## config.mk

```make
export PLATFORM = sky130hd
export DESIGN_NAME = tone_sequencer_two_queues_core
export DESIGN_NICKNAME = d
export VERILOG_FILES = /design/src/rtl/core/tsq_pkg.sv /design/src/rtl/core/tsq_ram.sv /design/src/rtl/core/tone_sequencer_two_queues_core.sv
export SDC_FILE = /design/constraint.sdc
export NUM_CORES = 2
export LEC_CHECK = 0
export BUFFER_PORTS_ARGS = -buffer_cell sky130_fd_sc_hd__buf_2
export CAP_MARGIN = 20
export CORE_MARGIN = 2
export CORE_UTILIZATION = 26
export CTS_BUF_LIST = sky130_fd_sc_hd__clkbuf_2
export DETAILED_ROUTE_END_ITERATION = 10
export SYNTH_ARGS = -nofsm -noshare
export SYNTH_HDL_FRONTEND = slang
export SYNTH_HIERARCHICAL = 1
export SYNTH_SLANG_ARGS = --single-unit
```

## constraint.sdc

```tcl
create_clock -name clk -period 20.9 [get_ports clk]
set_input_delay 3.135 -clock clk [delete_from_list [all_inputs] [get_ports clk]]
set_output_delay 3.135 -clock clk [all_outputs]
set_load 0.1 [all_outputs]
```

## src/rtl/core/tsq_pkg.sv

```systemverilog
`default_nettype none
package tsq_pkg;

	localparam int MUSIC_DEPTH = 32;
	localparam int SOUND_DEPTH = 32;
	localparam int MUSIC_AW    = $clog2(MUSIC_DEPTH);
	localparam int SOUND_AW    = $clog2(SOUND_DEPTH);
	// sound position and fill count must also hold the depth itself
	localparam int SOUND_CW    = $clog2(SOUND_DEPTH + 1);

	// music word: {period, length[15:0]}, sound word: {period, length[7:0]}
	localparam int MUSIC_WORD_W = 32;
	localparam int SOUND_WORD_W = 24;

	localparam logic [15:0] REST_CODE = 16'hFFFF;

	localparam logic [2:0] ACT_TICK   = 3'd0;
	localparam logic [2:0] ACT_PUSH   = 3'd1;
	localparam logic [2:0] ACT_CLEAR  = 3'd2;
	localparam logic [2:0] ACT_APPEND = 3'd3;
	localparam logic [2:0] ACT_START  = 3'd4;

	typedef enum logic [1:0] {
		ST_IDLE,
		ST_RD_CUR,
		ST_RD_NXT,
		ST_FIN
	} state_t;

endpackage
`default_nettype wire

```

## src/rtl/core/tsq_ram.sv

```systemverilog
`default_nettype none
module tsq_ram #(
	parameter int WIDTH = 16,
	parameter int DEPTH = 32
) (
	input  wire logic                     clk,
	input  wire logic                     we,
	input  wire logic [$clog2(DEPTH)-1:0] waddr,
	input  wire logic [WIDTH-1:0]         wdata,
	input  wire logic                     re,
	input  wire logic [$clog2(DEPTH)-1:0] raddr,
	output logic      [WIDTH-1:0]         rdata
);

	logic [WIDTH-1:0] mem_q [DEPTH];

	always_ff @(posedge clk) begin
		if (we) begin
			mem_q[waddr] <= wdata;
		end
		// hold read data between reads
		if (re) begin
			rdata <= mem_q[raddr];
		end
	end

endmodule
`default_nettype wire

```

## src/rtl/core/tone_sequencer_two_queues_core.sv

```systemverilog
`default_nettype none
// Tone sequencer with a music ring and a sound-effect store, each held in a
// one-port-read RAM with registered read data. Every input word (tick, music
// push, sound clear, sound append, sound start) passes through the states in
// order: it is accepted in ST_IDLE, the RAM is read in ST_RD_CUR (current entry)
// and ST_RD_NXT (next entry or entry zero), and ST_FIN updates the pointers,
// writes the RAM and loads the result register. in_stall is high from ST_RD_CUR
// through ST_FIN, and ST_FIN also waits while a previous result is still stalled at the
// output. Ticks drive tone_enable and tone_period; sound plays over music while
// the music ring keeps advancing silently. The user must write clock_adjust through
// cfg_we/cfg_wdata only while the block is idle; the block does not enforce it. No
// clearing pass follows reset: RAM data is only used after it is written.
module tone_sequencer_two_queues_core
	import tsq_pkg::*;
(
	input  wire logic        clk,
	input  wire logic        arst_n,
	input  wire logic        cfg_we,
	input  wire logic        cfg_wdata,
	input  wire logic        in_valid,
	output logic             in_stall,
	input  wire logic [2:0]  action,
	input  wire logic [15:0] period,
	input  wire logic [15:0] length,
	input  wire logic [15:0] repeat_count,
	output logic             out_valid,
	input  wire logic        out_stall,
	output logic             tone_enable,
	output logic [15:0]      tone_period,
	output logic             sound_active,
	output logic [4:0]       music_remaining,
	output logic             accepted
);

	state_t state_q, state_d;

	logic [2:0]  act_q;
	logic [15:0] period_q;
	logic [15:0] length_q;
	logic [15:0] repeat_q;
	logic        clock_adjust_q;

	logic [MUSIC_AW-1:0] m_head_q, m_tail_q, m_head_d, m_tail_d;
	logic [15:0]         m_wait_q, m_wait_d;
	logic [SOUND_CW-1:0] s_pos_q, s_end_q, s_fill_q, s_pos_d, s_end_d, s_fill_d;
	logic [7:0]          s_wait_q, s_wait_d;
	logic [15:0]         s_rep_q, s_rep_d;

	logic [15:0] sp_cur_q, mp_cur_q;

	logic        out_valid_q, tone_enable_q, sound_active_q, accepted_q;
	logic [15:0] tone_period_q;
	logic [4:0]  music_remaining_q;
	logic        enable_d, accepted_d;
	logic [15:0] tone_period_d;
	logic [4:0]  remaining_d;

	logic fin_go;

	logic                    s_we, s_re, m_we, m_re;
	logic [SOUND_AW-1:0]     s_raddr, s_waddr;
	logic [MUSIC_AW-1:0]     m_raddr;
	logic [SOUND_WORD_W-1:0] s_wdata, s_rdata;
	logic [MUSIC_WORD_W-1:0] m_wdata, m_rdata;

	logic [SOUND_CW-1:0] s_np;
	logic                s_wrap, s_playing, m_playing;
	logic [MUSIC_AW-1:0] m_nh, m_nt;
	logic [16:0]         p_plus7;
	logic [15:0]         p_adj, p_scaled;
	logic [15:0]         p_play;
	logic                playing;
	logic [MUSIC_AW:0]   m_count;

	assign in_stall = (state_q != ST_IDLE);

	assign s_playing = (s_pos_q != s_end_q);
	assign m_playing = (m_head_q != m_tail_q);
	assign s_np      = s_pos_q + SOUND_CW'(1);
	assign s_wrap    = (s_np == s_end_q) || (s_np >= SOUND_CW'(SOUND_DEPTH));
	assign m_nh      = (m_head_q == MUSIC_AW'(MUSIC_DEPTH - 1)) ? '0 : m_head_q + MUSIC_AW'(1);
	assign m_nt      = (m_tail_q == MUSIC_AW'(MUSIC_DEPTH - 1)) ? '0 : m_tail_q + MUSIC_AW'(1);

	// 15/16 scaling (clock_adjust only) rounds the removed part to nearest, then drop one; 0 becomes a rest
	assign p_plus7  = {1'b0, period_q} + 17'd7;
	assign p_adj    = clock_adjust_q ? period_q - 16'(p_plus7[16:4]) : period_q;
	assign p_scaled = p_adj - 16'd1;

	assign s_we    = fin_go && (act_q == ACT_APPEND) && (s_fill_q < SOUND_CW'(SOUND_DEPTH));
	assign s_waddr = s_fill_q[SOUND_AW-1:0];
	assign s_wdata = {p_scaled, length_q[7:0]};
	assign m_we    = fin_go && (act_q == ACT_PUSH) && (m_nt != m_head_q);
	assign m_wdata = {p_scaled, length_q};

	tsq_ram #(.WIDTH(SOUND_WORD_W), .DEPTH(SOUND_DEPTH)) u_sound_ram (
		.clk   (clk),
		.we    (s_we),
		.waddr (s_waddr),
		.wdata (s_wdata),
		.re    (s_re),
		.raddr (s_raddr),
		.rdata (s_rdata)
	);

	tsq_ram #(.WIDTH(MUSIC_WORD_W), .DEPTH(MUSIC_DEPTH)) u_music_ram (
		.clk   (clk),
		.we    (m_we),
		.waddr (m_tail_q),
		.wdata (m_wdata),
		.re    (m_re),
		.raddr (m_raddr),
		.rdata (m_rdata)
	);

	always_ff @(posedge clk or negedge arst_n) begin
		if (!arst_n) begin
			state_q <= ST_IDLE;
		end else begin
			state_q <= state_d;
		end
	end

	always_comb begin
		state_d = state_q;
		fin_go  = 1'b0;
		s_re    = 1'b0;
		m_re    = 1'b0;
		s_raddr = s_pos_q[SOUND_AW-1:0];
		m_raddr = m_head_q;
		case (state_q)
			ST_IDLE: begin
				if (in_valid) begin
					state_d = ST_RD_CUR;
				end
			end
			ST_RD_CUR: begin
				s_re    = 1'b1;
				m_re    = 1'b1;
				state_d = ST_RD_NXT;
			end
			ST_RD_NXT: begin
				// next entry, or entry zero on wrap and on start
				s_re    = 1'b1;
				m_re    = 1'b1;
				s_raddr = ((act_q == ACT_START) || s_wrap) ? '0 : s_np[SOUND_AW-1:0];
				m_raddr = m_nh;
				state_d = ST_FIN;
			end
			ST_FIN: begin
				if (!out_valid_q || !out_stall) begin
					fin_go  = 1'b1;
					state_d = ST_IDLE;
				end
			end
			default: begin
				state_d = ST_IDLE;
			end
		endcase
	end

	always_comb begin
		m_head_d      = m_head_q;
		m_tail_d      = m_tail_q;
		m_wait_d      = m_wait_q;
		s_pos_d       = s_pos_q;
		s_end_d       = s_end_q;
		s_fill_d      = s_fill_q;
		s_wait_d      = s_wait_q;
		s_rep_d       = s_rep_q;
		accepted_d    = 1'b0;
		p_play        = REST_CODE;
		playing       = 1'b0;
		case (act_q)
			ACT_TICK: begin
				if (s_playing || m_playing) begin
					playing = 1'b1;
					p_play  = s_playing ? sp_cur_q : mp_cur_q;
				end
				if (s_playing) begin
					if (s_wait_q <= 8'd1) begin
						if (s_wrap) begin
							s_pos_d = '0;
							if (s_rep_q > 16'd1) begin
								s_rep_d  = s_rep_q - 16'd1;
								s_wait_d = s_rdata[7:0];
							end else begin
								s_end_d  = '0;
								s_rep_d  = '0;
								s_wait_d = '0;
							end
						end else begin
							s_pos_d  = s_np;
							s_wait_d = s_rdata[7:0];
						end
					end else begin
						s_wait_d = s_wait_q - 8'd1;
					end
				end
				if (m_playing) begin
					if (m_wait_q <= 16'd1) begin
						m_head_d = m_nh;
						m_wait_d = (m_nh != m_tail_q) ? m_rdata[15:0] : 16'd0;
					end else begin
						m_wait_d = m_wait_q - 16'd1;
					end
				end
			end
			ACT_PUSH: begin
				if (m_nt != m_head_q) begin
					if (!m_playing) begin
						m_wait_d = length_q;
					end
					m_tail_d   = m_nt;
					accepted_d = 1'b1;
				end
			end
			ACT_CLEAR: begin
				s_pos_d    = '0;
				s_end_d    = '0;
				s_wait_d   = '0;
				s_rep_d    = '0;
				s_fill_d   = '0;
				accepted_d = 1'b1;
			end
			ACT_APPEND: begin
				if (s_fill_q < SOUND_CW'(SOUND_DEPTH)) begin
					s_fill_d   = s_fill_q + SOUND_CW'(1);
					accepted_d = 1'b1;
				end
			end
			ACT_START: begin
				s_pos_d    = '0;
				s_end_d    = s_fill_q;
				accepted_d = 1'b1;
				if (s_fill_q != '0) begin
					s_rep_d  = repeat_q;
					s_wait_d = s_rdata[7:0];
				end else begin
					s_rep_d  = '0;
					s_wait_d = '0;
				end
			end
			default: begin
			end
		endcase
		enable_d      = playing && (p_play != REST_CODE);
		tone_period_d = enable_d ? p_play : 16'd0;
		if (m_tail_d >= m_head_d) begin
			m_count = {1'b0, m_tail_d} - {1'b0, m_head_d};
		end else begin
			m_count = {1'b0, m_tail_d} + (MUSIC_AW + 1)'(MUSIC_DEPTH) - {1'b0, m_head_d};
		end
		remaining_d = 5'(m_count);
	end

	always_ff @(posedge clk or negedge arst_n) begin
		if (!arst_n) begin
			clock_adjust_q <= 1'b0;
			m_head_q       <= '0;
			m_tail_q       <= '0;
			m_wait_q       <= '0;
			s_pos_q        <= '0;
			s_end_q        <= '0;
			s_fill_q       <= '0;
			s_wait_q       <= '0;
			s_rep_q        <= '0;
			out_valid_q    <= 1'b0;
		end else begin
			if (cfg_we) begin
				clock_adjust_q <= cfg_wdata;
			end
			if (fin_go) begin
				m_head_q <= m_head_d;
				m_tail_q <= m_tail_d;
				m_wait_q <= m_wait_d;
				s_pos_q  <= s_pos_d;
				s_end_q  <= s_end_d;
				s_fill_q <= s_fill_d;
				s_wait_q <= s_wait_d;
				s_rep_q  <= s_rep_d;
			end
			if (fin_go) begin
				out_valid_q <= 1'b1;
			end else if (!out_stall) begin
				out_valid_q <= 1'b0;
			end
		end
	end

	always_ff @(posedge clk) begin
		if (in_valid && !in_stall) begin
			act_q    <= action;
			period_q <= period;
			length_q <= length;
			repeat_q <= repeat_count;
		end
		// keep the current periods while the next entries are read
		if (state_q == ST_RD_NXT) begin
			sp_cur_q <= s_rdata[23:8];
			mp_cur_q <= m_rdata[31:16];
		end
		if (fin_go) begin
			tone_enable_q     <= enable_d;
			tone_period_q     <= tone_period_d;
			sound_active_q    <= (s_pos_d != s_end_d);
			music_remaining_q <= remaining_d;
			accepted_q        <= accepted_d;
		end
	end

	assign out_valid       = out_valid_q;
	assign tone_enable     = tone_enable_q;
	assign tone_period     = tone_period_q;
	assign sound_active    = sound_active_q;
	assign music_remaining = music_remaining_q;
	assign accepted        = accepted_q;

endmodule
`default_nettype wire

```

==> metrics.txt <==
# TYPE chip_impl_metric gauge
chip_impl_metric{name="design.die.area",unit="um^2"} 319000
chip_impl_metric{name="pre_cts_ws",unit="ns"} 14.21
chip_impl_metric{name="ys_seq_elements",unit=""} 2027
chip_impl_metric{name="critPathMaxFanout",unit=""} 146
chip_impl_info{name="post_synth_most_frequent_cells",value="1955 x sky130_fd_sc_hd__edfxtp_1, 919 x sky130_fd_sc_hd__mux2i_1, 247 x sky130_fd_sc_hd__nand2_1"} 1
chip_impl_metric{name="placed_cell_area",unit="um^2"} 87800
chip_impl_metric{name="min_period",unit="ns"} 6.79
chip_impl_info{name="crit_path_end_kind",value="register"} 1
chip_impl_metric{name="async_reset_ff_frac",unit=""} 0.0355
chip_impl_metric{name="die_boundary_height",unit="um"} 565
chip_impl_metric{name="syn_inst",unit=""} 4978
chip_impl_metric{name="die_width",unit="um"} 565
chip_impl_metric{name="worst_pin_slew",unit="ns"} 1.13
chip_impl_info{name="clock_tree_from_tritoncts",value="built"} 1
chip_impl_metric{name="power.leakage",unit="nW"} 30.4
chip_impl_metric{name="top_level_ports",unit=""} 83
chip_impl_info{name="yosysTopAreaCell",value="sky130_fd_sc_hd__edfxtp_1"} 1
chip_impl_metric{name="place.detailed.hpwl",unit="um"} 133000
chip_impl_metric{name="drt-initial-drc-count",unit=""} 5279
chip_impl_metric{name="clk-insertion-delay-late",unit="ns"} 1.74
chip_impl_metric{name="route.detailed.drc",unit=""} 0
chip_impl_metric{name="final_layout_size_suffix_gt1_frac",unit=""} 0.195
chip_impl_metric{name="cts-htree-levels",unit=""} 5
chip_impl_metric{name="max-vdd-ir-drop",unit="uV"} 168
chip_impl_metric{name="cts-buffers-inserted",unit=""} 480
chip_impl_metric{name="timing.clock.skew",unit="ns"} 0.224
chip_impl_metric{name="cap_viol_max_count",unit=""} 0
chip_impl_info{name="setup.worst_path.start_class",value="register"} 1
chip_impl_info{name="worst_hold_path_type",value="register to register"} 1
chip_impl_metric{name="drt-pass1-iter-count",unit=""} 5
chip_impl_metric{name="reg2reg_setup_slack",unit="ns"} 14.11
chip_impl_info{name="critical_path_class",value="register to register"} 1
chip_impl_info{name="grt_setup_unrepaired",value="false"} 1
chip_impl_metric{name="timing.critical_path.arrival",unit="ns"} 8.21
chip_impl_metric{name="synth_area_per_cell",unit="um^2"} 16.5
chip_impl_metric{name="nNetsFinal",unit=""} 5508
chip_impl_metric{name="initial_utilization",unit=""} 0.261
chip_impl_metric{name="cts.sinks",unit=""} 2027
chip_impl_metric{name="synth_fp_nets",unit=""} 5072
chip_impl_metric{name="timing.setup.tns",unit="ns"} 0
chip_impl_metric{name="core_area",unit="um^2"} 314000
chip_impl_metric{name="place.gp.congestion",unit=""} 0.831
chip_impl_metric{name="cts.reportedPaths.clkPinSlew",unit="ns"} 0.11
chip_impl_metric{name="ys.warnings.count",unit=""} 6
chip_impl_metric{name="timing.slew.headroom",unit=""} 0.246
chip_impl_metric{name="report.final.hold_viol_count",unit=""} 0
chip_impl_metric{name="antenna_left",unit=""} 0
chip_impl_metric{name="slew_viol_final",unit=""} 0
chip_impl_metric{name="final-setup-viol-count",unit=""} 0
chip_impl_metric{name="layout.cells.non_filler",unit=""} 9975
chip_impl_metric{name="synth_seq_area_share",unit=""} 0.739
chip_impl_metric{name="syn_area",unit="um^2"} 81900
chip_impl_metric{name="finalCritPeriodShare",unit=""} 0.325
chip_impl_info{name="post_synth_main_area_contributors",value="sky130_fd_sc_hd__edfxtp_1 72%, sky130_fd_sc_hd__mux2i_1 11%, sky130_fd_sc_hd__dfrtp_1 2.2%, sky130_fd_sc_hd__a22oi_1 1.9%, sky130_fd_sc_hd__a21oi_1 1.4%"} 1
chip_impl_info{name="cts-root-buf",value="sky130_fd_sc_hd__clkbuf_2"} 1
chip_impl_metric{name="worst_r2r_path_depth",unit=""} 16
chip_impl_metric{name="cp_data_required_time",unit="ns"} 22.32
chip_impl_metric{name="grt_max_degree",unit=""} 147
chip_impl_info{name="timing.hold.worst.start",value="u_music_ram/rdata[16]"} 1
chip_impl_metric{name="final_cell_area",unit="um^2"} 92400
chip_impl_metric{name="via_count",unit=""} 47500
chip_impl_metric{name="worst_hold_path.num_cells",unit=""} 0
chip_impl_metric{name="std_cell_rows",unit=""} 206
chip_impl_metric{name="yosys.cell_types.count",unit=""} 79
chip_impl_info{name="status",value="complete, no violations"} 1
chip_impl_metric{name="post_cts.repair.setup_buffers",unit=""} 0
chip_impl_metric{name="power_density_normalized_to_cell_area",unit="nW/um^2"} 120
chip_impl_info{name="ys_dominant_reg_cell",value="sky130_fd_sc_hd__edfxtp_1"} 1
chip_impl_metric{name="antenna_found_initial",unit=""} 16
chip_impl_metric{name="synthToLayoutAreaGrowth",unit="%"} 12.8
chip_impl_metric{name="dp_cells",unit=""} 9083
chip_impl_info{name="post-synth-top-count-cell",value="sky130_fd_sc_hd__edfxtp_1"} 1
chip_impl_metric{name="yosys.area.top_type_share",unit=""} 0.717
chip_impl_info{name="critical_path.reg2reg.endpoint",value="u_sound_ram/rdata[22]"} 1
chip_impl_metric{name="ctsLongestPathBuffers",unit=""} 4
chip_impl_metric{name="post_cts_resize_count",unit=""} 0
chip_impl_metric{name="drt-vias-per-instance",unit=""} 4.76
chip_impl_metric{name="total_track_usage",unit=""} 0.137
chip_impl_metric{name="post_cts_hold_buffer_count",unit=""} 0
chip_impl_metric{name="fmaxAchievable",unit="MHz"} 147
chip_impl_metric{name="avgRoutedWirePerCell",unit="um"} 22.8
chip_impl_metric{name="synth-edff-count",unit=""} 1955
chip_impl_info{name="whs_endpoint",value="mp_cur_q[0]"} 1
chip_impl_metric{name="wirelength",unit="um"} 228000
chip_impl_metric{name="worst_slack",unit="ns"} 14.11
chip_impl_metric{name="grt_pass1_vias",unit=""} 46100
chip_impl_metric{name="global_route_wire_length_before_repair",unit="um"} 323000
chip_impl_metric{name="globalRouteOverflowTotal",unit=""} 0
chip_impl_metric{name="numPortBuffers",unit=""} 82
chip_impl_info{name="critical_r2r_launch",value="s_pos_q[0]"} 1
chip_impl_metric{name="worst_hold_slack",unit="ns"} 0.323
through the flow:
| step | power, mW | utilization |
|---|---|---|
| floorplan | 7.57 | - |
| global placement | 8.57 | 0.279 |
| detailed placement | 8.62 | 0.279 |
| CTS | 11.2 | 0.293 |
| global route | 11.6 | 0.294 |
| finish | 11.1 | 0.294 |
power breakdown:
part	internal (mW)	switching (mW)	total (mW)
registers	4.96	0.188	5.14
logic	1.18	2.23	3.40
clock network	0.999	1.59	2.59
total	7.13	4.00	11.1
cell usage in the layout (no fill, tap or decap), types with 13 or more instances in the layout:
| cell | netlist | final |
|---|---|---|
| sky130_fd_sc_hd__mux2_2 | 24 | 24 |
| sky130_fd_sc_hd__o21ai_0 | 73 | 72 |
| sky130_fd_sc_hd__a22o_1 | 123 | 123 |
| sky130_fd_sc_hd__buf_12 | 0 | 21 |
| sky130_fd_sc_hd__xnor2_1 | 43 | 37 |
| sky130_fd_sc_hd__xor2_1 | 33 | 25 |
| sky130_fd_sc_hd__edfxtp_1 | 1955 | 1955 |
| sky130_fd_sc_hd__nor3_1 | 90 | 90 |
| sky130_fd_sc_hd__diode_2 | 0 | 13 |
| sky130_fd_sc_hd__nand3_1 | 192 | 192 |
| sky130_fd_sc_hd__nor2_4 | 0 | 34 |
| sky130_fd_sc_hd__nand2b_1 | 18 | 17 |
| sky130_fd_sc_hd__nand2_1 | 247 | 247 |
| sky130_fd_sc_hd__nand4_1 | 16 | 16 |
| sky130_fd_sc_hd__mux2i_1 | 919 | 917 |
| sky130_fd_sc_hd__buf_2 | 68 | 81 |
| sky130_fd_sc_hd__clkbuf_2 | 0 | 719 |
| sky130_fd_sc_hd__dfrtp_1 | 72 | 72 |
| sky130_fd_sc_hd__buf_4 | 48 | 119 |
| sky130_fd_sc_hd__nor2_2 | 2 | 35 |
| sky130_fd_sc_hd__inv_1 | 33 | 32 |
| sky130_fd_sc_hd__ha_1 | 35 | 33 |
| sky130_fd_sc_hd__nor2_1 | 160 | 93 |
| sky130_fd_sc_hd__clkinv_1 | 0 | 114 |
| sky130_fd_sc_hd__a31oi_1 | 68 | 68 |
| sky130_fd_sc_hd__a22oi_1 | 202 | 202 |
| sky130_fd_sc_hd__a21oi_1 | 229 | 229 |
worst max path at each step:
stage	start	to	slack, ns	cells after the start
2_1_floorplan	out_stall	u_music_ram/mem_q[20][0]	14.09	8
3_3_place_gp	s_pos_q[0]	u_sound_ram/rdata[13]	14.29	16
3_5_place_dp	s_pos_q[0]	u_sound_ram/rdata[22]	14.21	16
4_1_cts	s_pos_q[0]	u_sound_ram/rdata[9]	14.17	16
5_1_grt	s_pos_q[0]	u_sound_ram/rdata[9]	13.79	16
6_report	s_pos_q[0]	u_sound_ram/rdata[22]	14.11	16
logic make-up (layout without fill, tap and decap cells):
group | Yosys count | count (layout) | synth area share
other | 0 | 13 | 0
muxes | 946 | 946 | 0.116
xor gates and xnor gates | 76 | 76 | 0.00813
DFF | 2027 | 2027 | 0.739
AOI/OAI and AO/OA | 761 | 761 | 0.0620
adders and majority gates | 37 | 37 | 0.00584
and+or+nand+nor | 827 | 827 | 0.0482
buffers and inverters | 304 | 1128 | 0.0209
cell type report:
| cell class | count | area [um^2] |
|---|---|---|
| fill | 31200 | 222000 |
| sequential | 2027 | 60500 |
| multi-input combinational | 2647 | 20300 |
| tap | 4160 | 5200 |
| clock buffer | 719 | 3600 |
| timing repair buffer | 225 | 1830 |
| clock inverter | 151 | 807 |
| inverter | 33 | 126 |
| antenna | 13 | 32.5 |
sequential cells by signal (all words and copies together) (netlist names), 8 cells and up:
| signal | flops |
|---|---|
| m_wait_q | 16 |
| u_sound_ram/mem_q | 768 |
| u_music_ram/rdata | 32 |
| length_q | 16 |
| mp_cur_q | 16 |
| s_wait_q | 8 |
| sp_cur_q | 16 |
| u_sound_ram/rdata | 24 |
| u_music_ram/mem_q | 1024 |
| repeat_q | 16 |
| period_q | 16 |
| s_rep_q | 16 |
| tone_period | 16 |
worst max-delay path: stages (launching register included):
cell                       delay [ns]
sky130_fd_sc_hd__dfrtp_1         0.59
sky130_fd_sc_hd__ha_1            0.44
sky130_fd_sc_hd__nand2b_1        0.13
sky130_fd_sc_hd__a21o_1          0.18
sky130_fd_sc_hd__a31o_1          0.25
sky130_fd_sc_hd__o211a_2         0.18
sky130_fd_sc_hd__nor2_1          0.19
sky130_fd_sc_hd__nand3_1         0.27
sky130_fd_sc_hd__mux2i_4         0.27
sky130_fd_sc_hd__buf_12          0.73
sky130_fd_sc_hd__buf_4           0.89
sky130_fd_sc_hd__buf_4           0.65
sky130_fd_sc_hd__buf_4           0.75
sky130_fd_sc_hd__mux2i_1         0.31
sky130_fd_sc_hd__a22oi_1         0.16
sky130_fd_sc_hd__nand3_1         0.22
sky130_fd_sc_hd__nand3_1         0.09
metal layers:
metal | GRT usage | part of all wire | wire [um]
met5 | 0 | 0.00015 | 34
met4 | 0.0453 | 0.026 | 6020
met3 | 0.0249 | 0.081 | 18400
met2 | 0.215 | 0.46 | 105000
met1 | 0.191 | 0.43 | 98500
(Power assumes the default switching activity.)
